`src/hw/rtl/vertices_near_line_ring_collect_assert.svh`:
```
// ----------------------------------------------------------------------------
// Assertion macros for the vertex-near-line collector
// Each macro expects signals named clk and arst_n in the calling scope.
// ----------------------------------------------------------------------------
`ifndef VERTICES_NEAR_LINE_RING_COLLECT_ASSERT_SVH
`define VERTICES_NEAR_LINE_RING_COLLECT_ASSERT_SVH

// Condition holds at every clock edge out of reset.
`define VNLRC_CHECK(lbl, cond, msg) \
	lbl: assert property (@(posedge clk) disable iff (!arst_n) (cond)) else $error(msg);

// Consequence holds in the same cycle as the trigger.
`define VNLRC_IMPLY(lbl, trig, cons, msg) \
	lbl: assert property (@(posedge clk) disable iff (!arst_n) (trig) |-> (cons)) \
		else $error(msg);

// Consequence holds in the cycle after the trigger.
`define VNLRC_NEXT(lbl, trig, cons, msg) \
	lbl: assert property (@(posedge clk) disable iff (!arst_n) (trig) |=> (cons)) \
		else $error(msg);

`endif

```
`src/hw/rtl/vnlrc_fifo.sv`:
```
// ----------------------------------------------------------------------------
// vnlrc_fifo
// Two-entry queue between the front and back ends.
// ----------------------------------------------------------------------------
`timescale 1ns / 1ps

module vnlrc_fifo #(
	parameter int WIDTH = 8
) (
	input  logic             clk,
	input  logic             arst_n,
	input  logic             push,
	input  logic [WIDTH-1:0] wdata,
	input  logic             pop,
	output logic [WIDTH-1:0] rdata,
	output logic             not_empty,
	output logic             full
);
	logic [WIDTH-1:0] slot_q [2];
	logic             wptr_q;
	logic             rptr_q;
	logic [1:0]       cnt_q;

	assign rdata     = slot_q[rptr_q];
	assign not_empty = (cnt_q != 2'd0);
	assign full      = (cnt_q == 2'd2);

	always_ff @(posedge clk) begin
		if (push) begin
			slot_q[wptr_q] <= wdata;
		end
	end

	always_ff @(posedge clk or negedge arst_n) begin
		if (!arst_n) begin
			wptr_q <= 1'b0;
			rptr_q <= 1'b0;
			cnt_q  <= 2'd0;
		end else begin
			if (push) begin
				wptr_q <= ~wptr_q;
			end
			if (pop) begin
				rptr_q <= ~rptr_q;
			end
			case ({push, pop})
				2'b10:   cnt_q <= cnt_q + 2'd1;
				2'b01:   cnt_q <= cnt_q - 2'd1;
				default: cnt_q <= cnt_q;
			endcase
		end
	end

endmodule

```
`config.mk`:
```
export PLATFORM = sky130hd
export DESIGN_NAME = vnlrc_fifo
export DESIGN_NICKNAME = d
export VERILOG_FILES = /design/src/hw/rtl/vertices_near_line_ring_collect_assert.svh /design/src/hw/rtl/vnlrc_fifo.sv
export SDC_FILE = /design/constraint.sdc
export NUM_CORES = 1
export LEC_CHECK = 0
export BUFFER_PORTS_ARGS = -buffer_cell sky130_fd_sc_hd__buf_4
export CORE_MARGIN = 2
export CORE_UTILIZATION = 48
export DETAILED_ROUTE_END_ITERATION = 10
export PLACE_DENSITY = 0.78
export SLEW_MARGIN = 20
export SYNTH_ARGS = -nofsm -noshare
export SYNTH_HDL_FRONTEND = slang
export SYNTH_SLANG_ARGS = --single-unit
```
`constraint.sdc`:
```
create_clock -name clk -period 1.62 [get_ports clk]
set_input_delay 0.081 -clock clk [delete_from_list [all_inputs] [get_ports clk]]
set_output_delay 0.081 -clock clk [all_outputs]
set_load 0.05 [all_outputs]
```
==> run_results.csv <==
group,metric,value,unit
critical_path,launch_point_of_the_worst_reg_to_reg_path,"wptr_q",
placement,place_hpwl,851.2,um
synth,yosys-top-cells-area,"sky130_fd_sc_hd__edfxtp_1 63%, sky130_fd_sc_hd__dfrtp_1 13%, sky130_fd_sc_hd__mux2_2 12%, sky130_fd_sc_hd__xor2_1 3.4%, sky130_fd_sc_hd__xnor2_1 2.3%",
status,run_status,"finished clean",
critical_path,startpoint_class_of_the_critical_path,"flop",
synth,total_nets_after_synthesis,54,
critical_path,timing.reg2reg.setup_slack,0.45,ns
timing,final_max_slew_viol_count,0,
timing,total_of_endpoints_with_negative_setup_slack_in_the_final_report,0,
route,detail_route.iter0.violations,2,
critical_path,critical_path.cell_chain,"mux2_2, buf_4",
critical_path,timing.setup.critical_path_class,"reg -> out",
die,die_height,43.91,um
die,coreArea,0.001506,mm^2
global_route,maximum_number_of_pins_on_one_net_before_global_route_repair,12,
final_layout,final_cells,93,
clock_network,ctsResizeCount,0,
global_route,antenna_found_initial,0,
timing,max_slew_margin,0.7279,
die,start_util,0.5075,
critical_path,timing.critical_path.slowest_cell_delay,0.58,ns
timing,min_cycle_time_layout,1.528,ns
clock_network,cts.hold.buffers_added,11,
route,ant_nets,0,
critical_path,arrival,1.45,ns
pwr,report.power.total,1908,uW
clock_network,tritoncts.num_buffers,3,
synth,syn_avg_cell_area,18.65,um^2
critical_path,crit_family,"flip-flops",
final_layout,synthToLayoutAreaGrowth,41.41,%
placement,finalWeightedCongestion,0.6196,
clock_network,cts.htree.levels,1,
route,post_detailed_route_drc_marker_count,0,
route,wl,1.262,mm
final_layout,layout_common_cells,"22 x sky130_fd_sc_hd__buf_4, 16 x sky130_fd_sc_hd__edfxtp_1, 11 x sky130_fd_sc_hd__dlygate4sd3_1, 8 x sky130_fd_sc_hd__mux2_2, 4 x sky130_fd_sc_hd__dfrtp_1",
clock_network,clock_tree_from_tritoncts,"done",
critical_path,critPathBufInv,1,
clock_network,clock_latency,0.29,ns
global_route,grtUsageTotal,0.1452,
clock_network,cts_num_sinks,20,
placement,io_buffer_count,21,
route,via_count,441,
critical_path,crit_slowest_cell,"sky130_fd_sc_hd__dfrtp_1",
pwr,power.ir.vdd_worst,0.001166,V
synth,syn_area,764.5,um^2
die,boundaryPins,22,
critical_path,critPathMaxFanout,9,
synth,yosysSeqAreaShare,0.7594,
synth,syn-instance-count,41,
route,wire_per_inst,13.57,um
die,die_width,43.91,um
final_layout,post_route_cell_area,0.001081,mm^2
timing,grt_setup_unrepaired,"no",
synth,fraction_of_post_synthesis_cell_area_in_the_top_cell_type_by_area,0.6285,
synth,yosysUniqueCellTypes,12,
die,rows,14,
global_route,grt_remaining_overflow,0,
final_layout,layout_commonest_cell,"sky130_fd_sc_hd__buf_4",
timing,tightest_slew,0.4081,ns
pwr,static-leakage-power,0.0004396,uW
critical_path,worstPathRequired,1.54,ns
synth,postSynthRegisterBits,20,
global_route,first_pass_grt_wire_length,1.932,mm
pwr,power_density,1765,mW/mm^2
die,dieArea,0.001928,mm^2
synth,cell_taking_the_most_area_after_synthesis,"sky130_fd_sc_hd__edfxtp_1",
final_layout,nNetsFinal,91,
placement,post-place-cells,78,
global_route,first_global_vias,462,
timing,max_freq,0.6547,GHz
timing,final_hold_viols,0,
synth,yosys_warns,0,
route,dr.pass1.iters,3,
timing,fin_skew,0.002717,ns
route,vias_per_cell,4.742,
placement,dpl_cell_area,944.7,um^2
timing,final_min_period_over_clock_period,0.9429,
final_layout,antenna_cells,0,
clock_network,cts.repair_timing.setup_buffer_count,0,
job,drv_cap,0,
critical_path,timing.rr.end,"slot_q[0][4]",
critical_path,worstRegToRegCells,2,
final_layout,drive_gt1_frac,0.4545,
min_path,holdCritPathClass,"in -> async",
timing,final.setup.tns,0,ns
clock_network,root_buffer,"sky130_fd_sc_hd__clkbuf_4",
clock_network,cts.clk_slew.worst_paths,0.10,ns
clock_network,max-clock-path-buffers,2,
critical_path,crit_path_end_kind,"output port",
==> power by group <==
group,internal (uW),switching (uW),total (uW)
Combinational,332,548,880
Clock,95.8,141,237
Sequential,698,93.0,791
==> synthesized netlist by cell type, drive strengths merged <==
cell,n
edfxtp,16
inv,1
xor2,3
nor2,2
and2,1
xnor2,2
mux2,8
ha,1
dfrtp,4
and2b,1
or2,1
buf,1
==> stage by stage <==
stage	setup WS (ns)	hold WS, ns	util
5_1_grt	0.03427	0.1068	0.7176
6_report	0.09247	0.1057	0.7176
4_1_cts	0.07983	0.09968	0.7176
3_3_place_gp	0.4227	-0.1181	0.6271
2_1_floorplan	0.4973	-0.2146	-
3_5_place_dp	0.4193	-0.1184	0.6271
==> cells by family after synthesis <==
family	after synthesis	share of synthesized area
flops	20	0.7594
mux	8	0.1178
xor+xnor	5	0.05729
simple gates	5	0.03766
buf+inv	2	0.01145
fa+ha+maj	1	0.01636
==> cell type report <==
| type | instances | area (um^2) |
|---|---|---|
| Sequential cell | 20 | 580.6 |
| Fill cell | 110 | 425.4 |
| Timing Repair Buffer | 33 | 275.3 |
| Multi-Input combinational cell | 19 | 175.2 |
| Clock buffer | 4 | 26.28 |
| Tap cell | 16 | 20.02 |
| Inverter | 1 | 3.754 |
==> how the worst max path moves through the flow <==
stage,from,endpoint,slack [ns],cells after the start
5_1_grt,rptr_q,rdata[6],0.03,2
6_report,rptr_q,rdata[6],0.09,2
3_3_place_gp,rptr_q,rdata[7],0.42,2
4_1_cts,rptr_q,rdata[6],0.08,2
3_5_place_dp,rptr_q,rdata[3],0.42,2
2_1_floorplan,wptr_q,slot_q[0][0],0.50,1
==> state kept, by name (all words and copies together) (netlist names) <==
name and count:
slot_q 16, cnt_q 2, rptr_q 1, wptr_q 1
==> per-layer routing <==
layer / GRT usage / vias up / wire [um]
li1: - / 218 / -
met1: 0.1657 / 205 / 514
met2: 0.2500 / 14 / 658
met3: 0.03750 / 4 / 56
met4: 0.07273 / 0 / 32
met5: 0 / - / 0
==> worst register-to-register path, stage by stage (launching register included) <==
cell,delay [ns]
sky130_fd_sc_hd__dfrtp_1,0.41
sky130_fd_sc_hd__nor2_1,0.27
sky130_fd_sc_hd__buf_4,0.22
Note: power is estimated with default switching activity, not from simulation.
