==> src/hw/rtl/vertices_near_line_ring_collect_assert.svh <==
// ----------------------------------------------------------------------------
// Assertion macros for the vertex-near-line collector
// Each macro expects signals named clk and arst_n in the calling scope.
// ----------------------------------------------------------------------------
`ifndef VERTICES_NEAR_LINE_RING_COLLECT_ASSERT_SVH
`define VERTICES_NEAR_LINE_RING_COLLECT_ASSERT_SVH

// Condition holds at every clock edge out of reset.
`define VNLRC_CHECK(lbl, cond, msg) \
	lbl: assert property (@(posedge clk) disable iff (!arst_n) (cond)) else $error(msg);

// Consequence holds in the same cycle as the trigger.
`define VNLRC_IMPLY(lbl, trig, cons, msg) \
	lbl: assert property (@(posedge clk) disable iff (!arst_n) (trig) |-> (cons)) \
		else $error(msg);

// Consequence holds in the cycle after the trigger.
`define VNLRC_NEXT(lbl, trig, cons, msg) \
	lbl: assert property (@(posedge clk) disable iff (!arst_n) (trig) |=> (cons)) \
		else $error(msg);

`endif

==> src/hw/rtl/vnlrc_pkg.sv <==
// ----------------------------------------------------------------------------
// vnlrc_pkg
// Types, widths and register codes shared by the collector modules.
// ----------------------------------------------------------------------------
`timescale 1ns / 1ps

package vnlrc_pkg;

	localparam int COORD_BITS = 32;
	localparam int DIFF_W     = COORD_BITS + 1;
	localparam int MUL_W      = 35;
	localparam int HALF_W     = 34;
	localparam int DOT_W      = 2 * HALF_W;
	localparam int WIDE_W     = 2 * DOT_W;
	localparam int RADIUS_W   = 63;
	localparam int CFG_DATA_W = 63;
	localparam int REG_IDX_W  = 3;

	localparam logic [REG_IDX_W-1:0] REG_SEG_START_X = 3'd0;
	localparam logic [REG_IDX_W-1:0] REG_SEG_START_Y = 3'd1;
	localparam logic [REG_IDX_W-1:0] REG_SEG_START_Z = 3'd2;
	localparam logic [REG_IDX_W-1:0] REG_SEG_END_X   = 3'd3;
	localparam logic [REG_IDX_W-1:0] REG_SEG_END_Y   = 3'd4;
	localparam logic [REG_IDX_W-1:0] REG_SEG_END_Z   = 3'd5;
	localparam logic [REG_IDX_W-1:0] REG_RADIUS_SQ   = 3'd6;
	localparam logic [REG_IDX_W-1:0] REG_MAX_ENTRIES = 3'd7;

	localparam logic [4:0] MAX_ENTRIES_RESET = 5'd16;

	// Sequencer step numbers in the back end.
	localparam logic [4:0] STEP_DOT_END   = 5'd9;
	localparam logic [4:0] STEP_ABS       = 5'd10;
	localparam logic [4:0] STEP_BIG_FIRST = 5'd11;
	localparam logic [4:0] STEP_BIG_END   = 5'd23;
	localparam logic [4:0] STEP_DECIDE    = 5'd24;

	typedef struct packed {
		logic signed [COORD_BITS-1:0] pos_x;
		logic signed [COORD_BITS-1:0] pos_y;
		logic signed [COORD_BITS-1:0] pos_z;
		logic                         last_vertex;
	} vertex_t;

	typedef struct packed {
		logic [3:0]  entry_slot;
		logic [15:0] entry_vertex;
		logic        entry_valid;
		logic [4:0]  found_count;
		logic        index_overflow;
		logic        last_entry;
	} entry_t;

	typedef struct packed {
		logic signed [COORD_BITS-1:0] seg_start_x;
		logic signed [COORD_BITS-1:0] seg_start_y;
		logic signed [COORD_BITS-1:0] seg_start_z;
		logic signed [COORD_BITS-1:0] seg_end_x;
		logic signed [COORD_BITS-1:0] seg_end_y;
		logic signed [COORD_BITS-1:0] seg_end_z;
		logic [RADIUS_W-1:0]          radius_sq;
		logic [4:0]                   max_entries;
	} cfg_t;

	typedef struct packed {
		logic signed [DIFF_W-1:0] w_x;
		logic signed [DIFF_W-1:0] w_y;
		logic signed [DIFF_W-1:0] w_z;
		logic                     over;
		logic                     last;
	} job_t;

endpackage

==> src/hw/rtl/vnlrc_front.sv <==
// ----------------------------------------------------------------------------
// vnlrc_front
// Accepts vertices, numbers them and forms the offset from the segment start.
// ----------------------------------------------------------------------------
`timescale 1ns / 1ps

module vnlrc_front #(
	parameter int INDEX_BITS = 16
) (
	input  logic               clk,
	input  logic               arst_n,
	input  logic               start,
	input  vnlrc_pkg::vertex_t vertex,
	input  vnlrc_pkg::cfg_t    cfg,
	input  logic               queue_full,
	output logic               busy,
	output logic               push,
	output vnlrc_pkg::job_t    job,
	output logic [INDEX_BITS-1:0] job_idx
);
	import vnlrc_pkg::*;

	logic [INDEX_BITS:0] count_q;

	assign busy = queue_full;
	assign push = start && !queue_full;

	assign job.w_x  = DIFF_W'(vertex.pos_x) - DIFF_W'(cfg.seg_start_x);
	assign job.w_y  = DIFF_W'(vertex.pos_y) - DIFF_W'(cfg.seg_start_y);
	assign job.w_z  = DIFF_W'(vertex.pos_z) - DIFF_W'(cfg.seg_start_z);
	assign job.over = count_q[INDEX_BITS];
	assign job.last = vertex.last_vertex;
	assign job_idx  = count_q[INDEX_BITS-1:0];

	// Saturate at 2^INDEX_BITS, restart on the last vertex.
	always_ff @(posedge clk or negedge arst_n) begin
		if (!arst_n) begin
			count_q <= '0;
		end else if (push) begin
			if (vertex.last_vertex) begin
				count_q <= '0;
			end else if (!count_q[INDEX_BITS]) begin
				count_q <= count_q + 1'b1;
			end
		end
	end

endmodule

==> config.mk <==
export PLATFORM = sky130hd
export DESIGN_NAME = vnlrc_front
export DESIGN_NICKNAME = d
export VERILOG_FILES = /design/src/hw/rtl/vertices_near_line_ring_collect_assert.svh /design/src/hw/rtl/vnlrc_pkg.sv /design/src/hw/rtl/vnlrc_front.sv
export SDC_FILE = /design/constraint.sdc
export NUM_CORES = 1
export LEC_CHECK = 0
export ABC_AREA = 0
export BUFFER_PORTS_ARGS = -buffer_cell sky130_fd_sc_hd__buf_2
export CAP_MARGIN = 20
export CORE_AREA = 2 2 186 188
export CTS_CLUSTER_DIAMETER = 200
export DETAILED_ROUTE_END_ITERATION = 10
export DIE_AREA = 0 0 188 190
export GPL_TIMING_DRIVEN = 0
export PLACE_DENSITY = 0.51
export REMOVE_ABC_BUFFERS = 1
export SYNTH_ARGS = -nofsm -noshare
export SYNTH_HDL_FRONTEND = slang
export SYNTH_SLANG_ARGS = --single-unit
==> constraint.sdc <==
create_clock -name clk -period 6.5 [get_ports clk]
set_input_delay 0.975 -clock clk [delete_from_list [all_inputs] [get_ports clk]]
set_output_delay 0.975 -clock clk [all_outputs]
set_load 0.03 [all_outputs]
==> impl_metrics.prom <==
# TYPE chip_impl_metric gauge
chip_impl_info{name="cts_tree",value="built"} 1
chip_impl_metric{name="port_buffers",unit=""} 315
chip_impl_metric{name="drt.antenna.violating_nets",unit=""} 0
chip_impl_info{name="mostFrequentLayoutCells",value="sky130_fd_sc_hd__buf_2 (315), sky130_fd_sc_hd__inv_1 (125), sky130_fd_sc_hd__ha_1 (97), sky130_fd_sc_hd__a21oi_1 (75), sky130_fd_sc_hd__xnor2_1 (61)"} 1
chip_impl_info{name="grt_setup_unrepaired",value="no"} 1
chip_impl_metric{name="leakagePower",unit="nW"} 4.43
chip_impl_info{name="crit_path_top_delay_cell",value="sky130_fd_sc_hd__o21ai_0"} 1
chip_impl_metric{name="clock_pin_slew_worst_setup_and_hold_paths",unit="ps"} 50
chip_impl_info{name="synth_ff_type",value="sky130_fd_sc_hd__dfrtp_1"} 1
chip_impl_metric{name="post-layout-total-power",unit="W"} 0.00129
chip_impl_metric{name="postLayoutCoreUtil",unit=""} 0.238
chip_impl_metric{name="post_synth_inst_count",unit=""} 825
chip_impl_metric{name="hold_viol_final",unit=""} 0
chip_impl_info{name="hold_path_class",value="reg2reg"} 1
chip_impl_metric{name="grt_start_max_net_pins",unit=""} 18
chip_impl_metric{name="clock_sink_count",unit=""} 17
chip_impl_metric{name="postPlaceCellArea",unit="sq um"} 7990
chip_impl_info{name="mostFrequentLayoutCell",value="sky130_fd_sc_hd__buf_2"} 1
chip_impl_metric{name="report.final.slew_viol_count",unit=""} 0
chip_impl_metric{name="final.period_utilization",unit=""} 0.747
chip_impl_info{name="clock_tree.root_cell",value="sky130_fd_sc_hd__clkbuf_16"} 1
chip_impl_metric{name="route.vias.total",unit=""} 6888
chip_impl_info{name="cp-end-kind",value="primary output"} 1
chip_impl_metric{name="worst_slew_margin_rel",unit=""} 0.649
chip_impl_metric{name="violation_count_after_the_first_detailed_route_iteration",unit=""} 186
chip_impl_metric{name="p_sw_frac",unit=""} 0.562
chip_impl_metric{name="synth_warnings",unit=""} 0
chip_impl_metric{name="worst_ir_drop_vdd",unit="mV"} 0.101
chip_impl_metric{name="area_delta_synth_final",unit="%"} 37.2
chip_impl_metric{name="cts.repair.resized",unit=""} 0
chip_impl_metric{name="gr-total-overflow",unit=""} 0
chip_impl_metric{name="synth.cell_area",unit="sq um"} 5880
chip_impl_metric{name="net-switching-power",unit="W"} 0.000724
chip_impl_metric{name="die_height",unit="microns"} 190
chip_impl_metric{name="tightest_slew",unit="ps"} 521
chip_impl_metric{name="rows",unit=""} 68
chip_impl_metric{name="grt_pass1_wl",unit="microns"} 32800
chip_impl_metric{name="cell_internal_pwr",unit="W"} 0.000564
chip_impl_metric{name="design.final.nets",unit=""} 1597
chip_impl_info{name="reg.largest.list",value="count_q: 17 flops"} 1
chip_impl_metric{name="cts-root-to-sink-buffers",unit=""} 2
chip_impl_metric{name="dr.pass1.iters",unit=""} 4
chip_impl_metric{name="setup_violations",unit=""} 0
chip_impl_metric{name="hpwlAfterDp",unit="microns"} 18700
chip_impl_metric{name="crit_path_time_final",unit="ps"} 4860
chip_impl_metric{name="power.clock.fraction",unit=""} 0.097
chip_impl_info{name="r2r-start",value="count_q[5]"} 1
chip_impl_metric{name="ys_async_sr_fraction",unit=""} 1.00
chip_impl_metric{name="worst_skew_pair_latency",unit="ps"} 250
chip_impl_info{name="cp_cell_sequence",value="buf_2, inv_1, ha_1, fa_1, nor2b_1, o21ai_1, a21o_1, a31oi_1, o211ai_1, nand3_1, a21oi_1, o21ai_0, o21ai_0, buf_2"} 1
chip_impl_info{name="critical_path.startpoint_type",value="input pin"} 1
chip_impl_metric{name="max_freq",unit="GHz"} 0.206
chip_impl_metric{name="setup_tns",unit="ps"} 0
chip_impl_metric{name="floorplan.initialDensity",unit=""} 0.173
chip_impl_metric{name="fin_area",unit="sq um"} 8070
chip_impl_info{name="synth_top_cell_by_area",value="sky130_fd_sc_hd__ha_1"} 1
chip_impl_metric{name="clock_tree.htree_level_count",unit=""} 1
chip_impl_metric{name="arrival",unit="ps"} 3880
chip_impl_metric{name="pin_count",unit=""} 480
chip_impl_metric{name="critical_path_required",unit="ps"} 5520
chip_impl_metric{name="clock_skew",unit="ps"} 2.13
chip_impl_metric{name="antenna_found_initial",unit=""} 0
chip_impl_info{name="startpoint",value="vertex[1]"} 1
chip_impl_metric{name="worst-path-max-fanout",unit=""} 3
chip_impl_metric{name="max_reg_flops",unit=""} 17
chip_impl_metric{name="synth.ff_latch_count",unit=""} 17
chip_impl_metric{name="cts_setup_buffers",unit=""} 0
chip_impl_metric{name="number_of_global_route_vias_before_repair",unit=""} 6663
chip_impl_metric{name="combinationalPowerShare",unit=""} 0.807
chip_impl_metric{name="final_layout_size_suffix_gt1_frac",unit=""} 0.293
chip_impl_metric{name="timing.max_cap.violations",unit=""} 0
chip_impl_metric{name="die_width",unit="microns"} 188
chip_impl_metric{name="globalplace.congestion",unit=""} 0.859
chip_impl_metric{name="total_die_area",unit="sq um"} 35700
chip_impl_metric{name="number_of_buffer_and_inverter_stages_on_the_critical_path",unit=""} 3
chip_impl_metric{name="critPathMaxStageDelay",unit="ps"} 460
chip_impl_metric{name="filler_cell_count",unit=""} 3819
chip_impl_metric{name="p_per_area",unit="nW/um^2"} 160
chip_impl_info{name="cpLargestDelayFamily",value="compound AO/OA/AOI/OAI gates"} 1
chip_impl_metric{name="fraction_of_the_yosys_area_taken_by_sequential_cells",unit=""} 0.0723
chip_impl_metric{name="cts_hold_repair.buffers",unit=""} 0
chip_impl_metric{name="synth.lib_cells_used.distinct",unit=""} 64
chip_impl_metric{name="synth_top_area_share",unit=""} 0.206
chip_impl_metric{name="cts_buffers",unit=""} 3
chip_impl_metric{name="average_routed_wire_per_standard_cell",unit="microns"} 13.1
chip_impl_info{name="path_class",value="in2out"} 1
chip_impl_metric{name="worst_hold_margin",unit="ps"} 509
chip_impl_metric{name="syn-mean-instance-area",unit="sq um"} 7.13
chip_impl_metric{name="detailed_route_wire_length",unit="microns"} 20900
chip_impl_metric{name="globalRouteTotalUtil",unit=""} 0.109
chip_impl_info{name="regMostFlops",value="count_q"} 1
chip_impl_metric{name="core",unit="sq um"} 33900
chip_impl_metric{name="edff_count_synth",unit=""} 0
chip_impl_info{name="synth_area_leaders",value="sky130_fd_sc_hd__ha_1 (21%), sky130_fd_sc_hd__xnor2_1 (9.1%), sky130_fd_sc_hd__inv_1 (8.0%), sky130_fd_sc_hd__dfrtp_1 (7.2%), sky130_fd_sc_hd__a21o_1 (6.5%)"} 1
chip_impl_metric{name="sequential_cell_fraction_of_total_power",unit=""} 0.096
chip_impl_metric{name="vias_per_cell",unit=""} 4.33
chip_impl_metric{name="r2r_setup_slack",unit="ps"} 4430
chip_impl_info{name="hold_path_startpoint",value="count_q[7]"} 1
chip_impl_metric{name="post-route-drc-count",unit=""} 0
chip_impl_info{name="result_of_the_run",value="finished clean"} 1
==> logic make-up (layout without fill, tap and decap cells) <==
group,Yosys count,after routing,share of synthesized area
other cells,0,2,0
buf+inv,134,444,0.0868
fa+ha+maj,100,100,0.217
xor+xnor,89,89,0.132
simple gates,214,214,0.182
flops,17,17,0.0723
compound gates,271,271,0.309
==> worst register-to-register path, delay by kind of cell (launching register included) <==
| kind | cells | cell delay [ps] |
|---|---|---|
| compound gates | 2 | 460 |
| flops | 1 | 460 |
| simple gates | 5 | 1080 |
==> power by group through the flow <==
stage | logic, W | registers (W) | clock network, W
finish | 0.00104 | 0.000124 | 0.000125
global route | 0.00113 | 0.000125 | 0.000134
CTS | 0.00105 | 0.000124 | 0.000128
detailed placement | 0.00104 | 0.000126 | 0
global placement | 0.00104 | 0.000125 | 0
floorplan | 0.000718 | 0.000137 | 0
==> per-layer routing <==
layer  GRT usage  wire, microns
met4      0.0191            303
met2       0.196           9860
met1       0.136           9080
met5           0              0
met3      0.0220           1620
==> area by class of cell <==
cell class                      instances  area (sq um)  share of cell area
Multi-Input combinational cell        674          4950               0.613
Timing Repair Buffer                  315          1580               0.195
Tap cell                              455           569              0.0705
Inverter                              125           469              0.0581
Sequential cell                        17           425              0.0527
Clock buffer                            3          75.1             0.00930
Clock inverter                          1          5.00            0.000620
Antenna cell                            2          5.00            0.000620
==> synthesized netlist by cell type (17+ instances only) <==
library cell and instances:
sky130_fd_sc_hd__a21oi_1 75, sky130_fd_sc_hd__nand2_1 55, sky130_fd_sc_hd__nor2_1 50, sky130_fd_sc_hd__inv_1 125
sky130_fd_sc_hd__o21a_1 17, sky130_fd_sc_hd__a21o_1 51, sky130_fd_sc_hd__xnor2_1 61, sky130_fd_sc_hd__ha_1 97
sky130_fd_sc_hd__nand3_1 28, sky130_fd_sc_hd__xor2_1 28, sky130_fd_sc_hd__o21ai_0 42, sky130_fd_sc_hd__dfrtp_1 17
sky130_fd_sc_hd__nor3_1 17
==> path summary, 6_finish.rpt <==
check                      depth (start not counted)          end
min                                                1   count_q[7]
max reg2reg                                        7  count_q[14]
min in group asynchronous                          1  count_q[11]
min reg2reg                                        1   count_q[7]
max                                               14      job[34]
max in group asynchronous                          1   count_q[1]
==> metrics by stage <==
| stage | instances | worst slack [ps] |
|---|---|---|
| 2_1_floorplan | 816 | 1910 |
| 3_3_place_gp | 1586 | 1600 |
| 3_5_place_dp | 1586 | 1600 |
| 4_1_cts | 1590 | 1570 |
| 5_1_grt | 1590 | 1350 |
| 6_report | 1592 | 1640 |
Power figures use the tool's default switching activity.
